**src/rtl/core/jsr_pkg.sv**
```systemverilog
`default_nettype none
// ----------------------------------------------------------------------------
// jsr_pkg
// Shared types, sizes and controller codes of the first-fit slot reserver.
// ----------------------------------------------------------------------------
package jsr_pkg;

  localparam int JOBS         = 32;
  localparam int MACHINES     = 32;
  localparam int TIME_SLOTS   = 8192;
  localparam int MAX_DURATION = 63;

  localparam int WORD_BITS = 64;
  localparam int WORDS     = TIME_SLOTS / WORD_BITS;
  localparam int WORD_W    = $clog2(WORDS);
  localparam int OFF_W     = $clog2(WORD_BITS);
  localparam int FIN_W     = $clog2(TIME_SLOTS);
  localparam int JOB_W     = $clog2(JOBS);
  localparam int MACH_W    = $clog2(MACHINES);
  localparam int ADDR_W    = MACH_W + WORD_W;
  localparam int MAP_DEPTH = MACHINES * WORDS;

  localparam int JOB_FW  = 5;
  localparam int MACH_FW = 5;
  localparam int DUR_FW  = 6;
  localparam int SLOT_W  = 13;

  typedef struct packed {
    logic [JOB_FW-1:0]  job;
    logic [MACH_FW-1:0] machine;
    logic [DUR_FW-1:0]  duration;
  } op_t;

  typedef struct packed {
    logic [SLOT_W-1:0] start_slot;
    logic [SLOT_W-1:0] finish_slot;
    logic [SLOT_W-1:0] makespan;
    logic              overflow;
  } res_t;

  typedef enum logic [2:0] {
    ST_CLEAR,
    ST_IDLE,
    ST_FETCH,
    ST_SCAN,
    ST_WR_CUR,
    ST_WR_PREV,
    ST_EMIT
  } state_t;

  typedef struct packed {
    logic clr;
    logic load;
    logic fetch;
    logic scan;
    logic wr_cur;
    logic wr_prev;
    logic emit;
  } cmd_t;

  typedef struct packed {
    logic clr_last;
    logic early;
    logic hit;
    logic last_word;
    logic need_prev;
    logic out_busy;
  } sts_t;

endpackage
`default_nettype wire

```
**src/rtl/core/jsr_ctrl.sv**
```systemverilog
`default_nettype none
// ----------------------------------------------------------------------------
// jsr_ctrl
// Sequencer: map clearing after reset, word accept, word scan, write-back, result.
// ----------------------------------------------------------------------------
module jsr_ctrl (
  input  wire logic          clk,
  input  wire logic          rst,
  input  wire logic          op_valid,
  output logic               op_ready,
  output jsr_pkg::cmd_t      cmd,
  input  wire jsr_pkg::sts_t sts
);
  import jsr_pkg::*;

  state_t st, st_next;

  always_ff @(posedge clk) begin
    if (rst) begin
      st <= ST_CLEAR;
    end else begin
      st <= st_next;
    end
  end

  always_comb begin
    st_next  = st;
    cmd      = '0;
    op_ready = 1'b0;
    case (st)
      ST_CLEAR: begin
        cmd.clr = 1'b1;
        if (sts.clr_last) st_next = ST_IDLE;
      end
      ST_IDLE: begin
        op_ready = 1'b1;
        if (op_valid) begin
          cmd.load = 1'b1;
          st_next  = ST_FETCH;
        end
      end
      ST_FETCH: begin
        cmd.fetch = 1'b1;
        st_next   = sts.early ? ST_EMIT : ST_SCAN;
      end
      ST_SCAN: begin
        cmd.scan = 1'b1;
        if (sts.hit) st_next = ST_WR_CUR;
        else if (sts.last_word) st_next = ST_EMIT;
      end
      ST_WR_CUR: begin
        cmd.wr_cur = 1'b1;
        st_next    = sts.need_prev ? ST_WR_PREV : ST_EMIT;
      end
      ST_WR_PREV: begin
        cmd.wr_prev = 1'b1;
        st_next     = ST_EMIT;
      end
      ST_EMIT: begin
        if (!sts.out_busy) begin
          cmd.emit = 1'b1;
          st_next  = ST_IDLE;
        end
      end
      default: begin
        st_next = ST_CLEAR;
      end
    endcase
  end

`ifndef SYNTHESIS
  a_scan_entry: assert property (@(posedge clk) disable iff (rst)
    st == ST_SCAN |-> $past(st) == ST_FETCH || $past(st) == ST_SCAN)
    else $error("scan entered without a fetch");
  a_prev_after_cur: assert property (@(posedge clk) disable iff (rst)
    st == ST_WR_PREV |-> $past(st) == ST_WR_CUR)
    else $error("previous word written without current word");
  a_no_accept_clear: assert property (@(posedge clk) disable iff (rst)
    st == ST_CLEAR |-> !cmd.load && !cmd.wr_cur && !cmd.wr_prev)
    else $error("activity during map clearing");
`endif

endmodule
`default_nettype wire

```
**config.mk**
```make
export PLATFORM = sky130hd
export DESIGN_NAME = jsr_ctrl
export DESIGN_NICKNAME = d
export VERILOG_FILES = /design/src/rtl/core/jsr_pkg.sv /design/src/rtl/core/jsr_ctrl.sv
export SDC_FILE = /design/constraint.sdc
export NUM_CORES = 1
export LEC_CHECK = 0
export ABC_AREA = 1
export BUFFER_PORTS_ARGS = -buffer_cell sky130_fd_sc_hd__buf_2
export CORE_AREA = 2 2 39 41
export CTS_CLUSTER_DIAMETER = 100
export CTS_CLUSTER_SIZE = 8
export DETAILED_ROUTE_END_ITERATION = 8
export DIE_AREA = 0 0 41 43
export GPL_TIMING_DRIVEN = 0
export PLACE_DENSITY = 0.57
export SLEW_MARGIN = 0
export SYNTH_ARGS = -nofsm -noshare
export SYNTH_HDL_FRONTEND = slang
export SYNTH_SLANG_ARGS = --single-unit
```
**constraint.sdc**
```tcl
create_clock -name clk -period 2.05 [get_ports clk]
set_input_delay 0.205 -clock clk [delete_from_list [all_inputs] [get_ports clk]]
set_output_delay 0.205 -clock clk [all_outputs]
set_load 0.05 [all_outputs]
```
==> run metrics <==
status complete, no violations; GPL Wtd Cong 0.7289; max reg flops 3; period utilization between 70% and 80%; CTS clk-pin slew, worst paths approximately 40 ps; RSZ-0062 raised after global routing false; Routed WL per cell a little over 8 um; Die ar. around 1800 um^2; min-delay src rst; first-pass GRT wire length 1166 um; Setup violations, final 0; Synth Area in XOR/XNOR 0%; largest registers st: 3 flops; largest family of logic cells by synthesized area simple AND/OR/NAND/NOR gates; # hold bufs at CTS 0; Max Cap Viol 0; worst flop-to-flop path startpoint st[2]; # fillers 162; syn_area_per_cell just over 6 um^2; FMAX between 0.6 and 0.7 GHz; multiplexer share of the synthesized area 0%; P_int about 0.00032 W; IO buf count 16; antenna viol nets, final 0; Initial Util between 20 and 25%; global route overflow 0; Synth Area in Compound Gates roughly 5%; Reg with most FFs st; sequential fraction of the synthesis area between 10% and 20%; Pins Over Slew Limit 0; antenna violations before repair 0; critical path class reg2out; Die Span X roughly 41 um; Fin Setup TNS 0 ps; P_sw roughly 0.00045 W; Die Ht 43 um; simple-gate area share of the yosys netlist about three fifths; Clock Skew between 2 and 2.5 ps; # IOs 17; Syn. warnings 0; CP Data Arrival Time 1290 ps; post-CTS setup buffers 0; largest net degree at the start of global routing 9; Worst EP required roughly 1900 ps; maximum fanout along the worst path 5; clock root cell clkbuf_4; worst skew pair latency roughly 230 ps; Post-Synth Adder-Cell Area 0%; area grow syn2layout 39.45%; Syn Inst Count 52; static leakage ~0.26 nW; minimum clock period 1494 ps; Seq. cell area around 60 um^2; Syn Nets 61; crit path cell chain inv_2 > nor2_4 > inv_2 > nor3_1 > buf_2; vias per inst 4.284; peak supply drop 403.3 uV; Synth Register Bits 3; CTS sink cnt 3; crit start category flop; Final Hold Violating Endpoints 0; CTS H-tree lvls 1; CTS tree yes; Final Power 0.0007746 W; 1st-iter DRT viols 6; Power per Cell Area around 1700 nW/um^2; fraction of layout cells with a size suffix above 1 between 40% and 50%; clock share of power roughly an eighth; Net Sw Frac 58.73%; Hold Path Class in2reg; Final #Nets between 80 and 90; most frequent CP cell inv_2; distinct cell type count of the synthesized netlist 16; WL final around 720 um; CTS buffer count 3; Setup crit start st[0]; sequential share of power around an eighth; Multi-input gate area 211.5 um^2; final routed DRC violation total 0; slowest CP cell dfxtp_1; Slew HR 83.41%; synthesized area ~320 um^2; logic gate share of total power about 73%; Via Count 377; # resized after CTS 0; Setup crit end kind output port; antenna cell count 0; vias in the first global route between 300 and 400; Worst Max-Slew Pin Slew between 200 and 300 ps; Max clock buf depth 2; slowest stage delay, CP 420 ps; First-pass DRT Iterations 4; HPWL after DPL a little over 600 um; total core area around 1400 um^2; row cnt 14; GRT Util Overall 9.228%
## placed cells by master (no fill, tap or decap)
cell / Yosys / routed
buf_2: 0 / 16
nor2_1: 11 / 11
nand2_1: 7 / 7
inv_1: 5 / 5
nand3_1: 5 / 5
nand2_2: 4 / 4
inv_2: 3 / 3
nor2_4: 3 / 3
nor3_1: 3 / 3
clkbuf_4: 0 / 3
dfxtp_1: 3 / 3
a21oi_1: 2 / 2
buf_4: 1 / 1
buf_6: 1 / 1
nor2_2: 1 / 1
nand3_2: 1 / 1
nand4_2: 1 / 1
o22ai_1: 1 / 1
clkbuf_1: 0 / 1
## power groups by stage
stage / combinational, W / clock [W] / sequential, W
5_1_grt: 0.000627 / 0.000111 / 0.000106
4_1_cts: 0.000575 / 0.000103 / 0.000103
3_3_place_gp: 0.000574 / 0 / 0.000104
2_1_floorplan: 0.000478 / 0 / 0.000101
6_report: 0.000569 / 0.000102 / 0.000103
3_5_place_dp: 0.000573 / 0 / 0.000104
## metal layers
layer  track usage (%)  up-vias  part of all wire [%]
li1                  -      201                     -
met1             10.90      164                    41
met2             15.31       10                    52
met3             1.571        2                   5.0
met4             4.000        0                   2.0
met5                 0        -                     0
## worst max-delay path, delay by kind of cell (launching register included)
family                 cells  cell delay (ps)
buffers and inverters      3              420
flip-flops                 1              420
AND/OR/NAND/NOR            2              200
## metrics by stage
| step | instance area (um^2) | setup slack, ps | utilization, % | std cells | hold slack (ps) |
|---|---|---|---|---|---|
| detailed placement | 420.4 | 803.9 | 30.38 | 84 | 483.2 |
| floorplan | 320.3 | 184.2 | - | 52 | 372.3 |
| CTS | 446.7 | 560.4 | 32.28 | 88 | 243.7 |
| finish | 446.7 | 556.2 | 32.28 | 88 | 235.4 |
| global route | 446.7 | 446.5 | 32.28 | 88 | 280.6 |
| global placement | 420.4 | 797.0 | 30.38 | 84 | 479.2 |
## path summary, 6_finish.rpt
kind	depth (start not counted)	end	slack (ps)
max	5	cmd[5]	560
min	4	st[1]	240
max reg2reg	7	st[2]	940
min reg2reg	3	st[1]	620
## cells in the mapped netlist
cell type / count / area, um^2
nand2_2: 4 / 25.02
inv_2: 3 / 11.26
nor2_1: 11 / 41.29
nor3_1: 3 / 15.01
nor2_4: 3 / 33.78
buf_4: 1 / 7.510
nand4_2: 1 / 12.51
o22ai_1: 1 / 6.260
nand3_1: 5 / 25.02
nor2_2: 1 / 6.260
a21oi_1: 2 / 10.01
nand2_1: 7 / 26.28
dfxtp_1: 3 / 60.06
inv_1: 5 / 18.77
nand3_2: 1 / 10.01
buf_6: 1 / 11.26
## cell families (layout without fill, tap and decap cells)
kind of cell	Yosys count	count (layout)
and+or+nand+nor	36	36
buffers and inverters	10	30
AOI/OAI and AO/OA	3	3
DFF	3	3
## area by class of cell
cell class / instances / share of cell area (%)
repair buffers: 16 / 17.93
inverters: 8 / 6.723
flip-flops and latches: 3 / 13.45
multi-input cells: 39 / 47.34
well taps: 16 / 4.482
clock buffers: 4 / 5.882
plain buffers: 2 / 4.202
(Power assumes the default switching activity.)
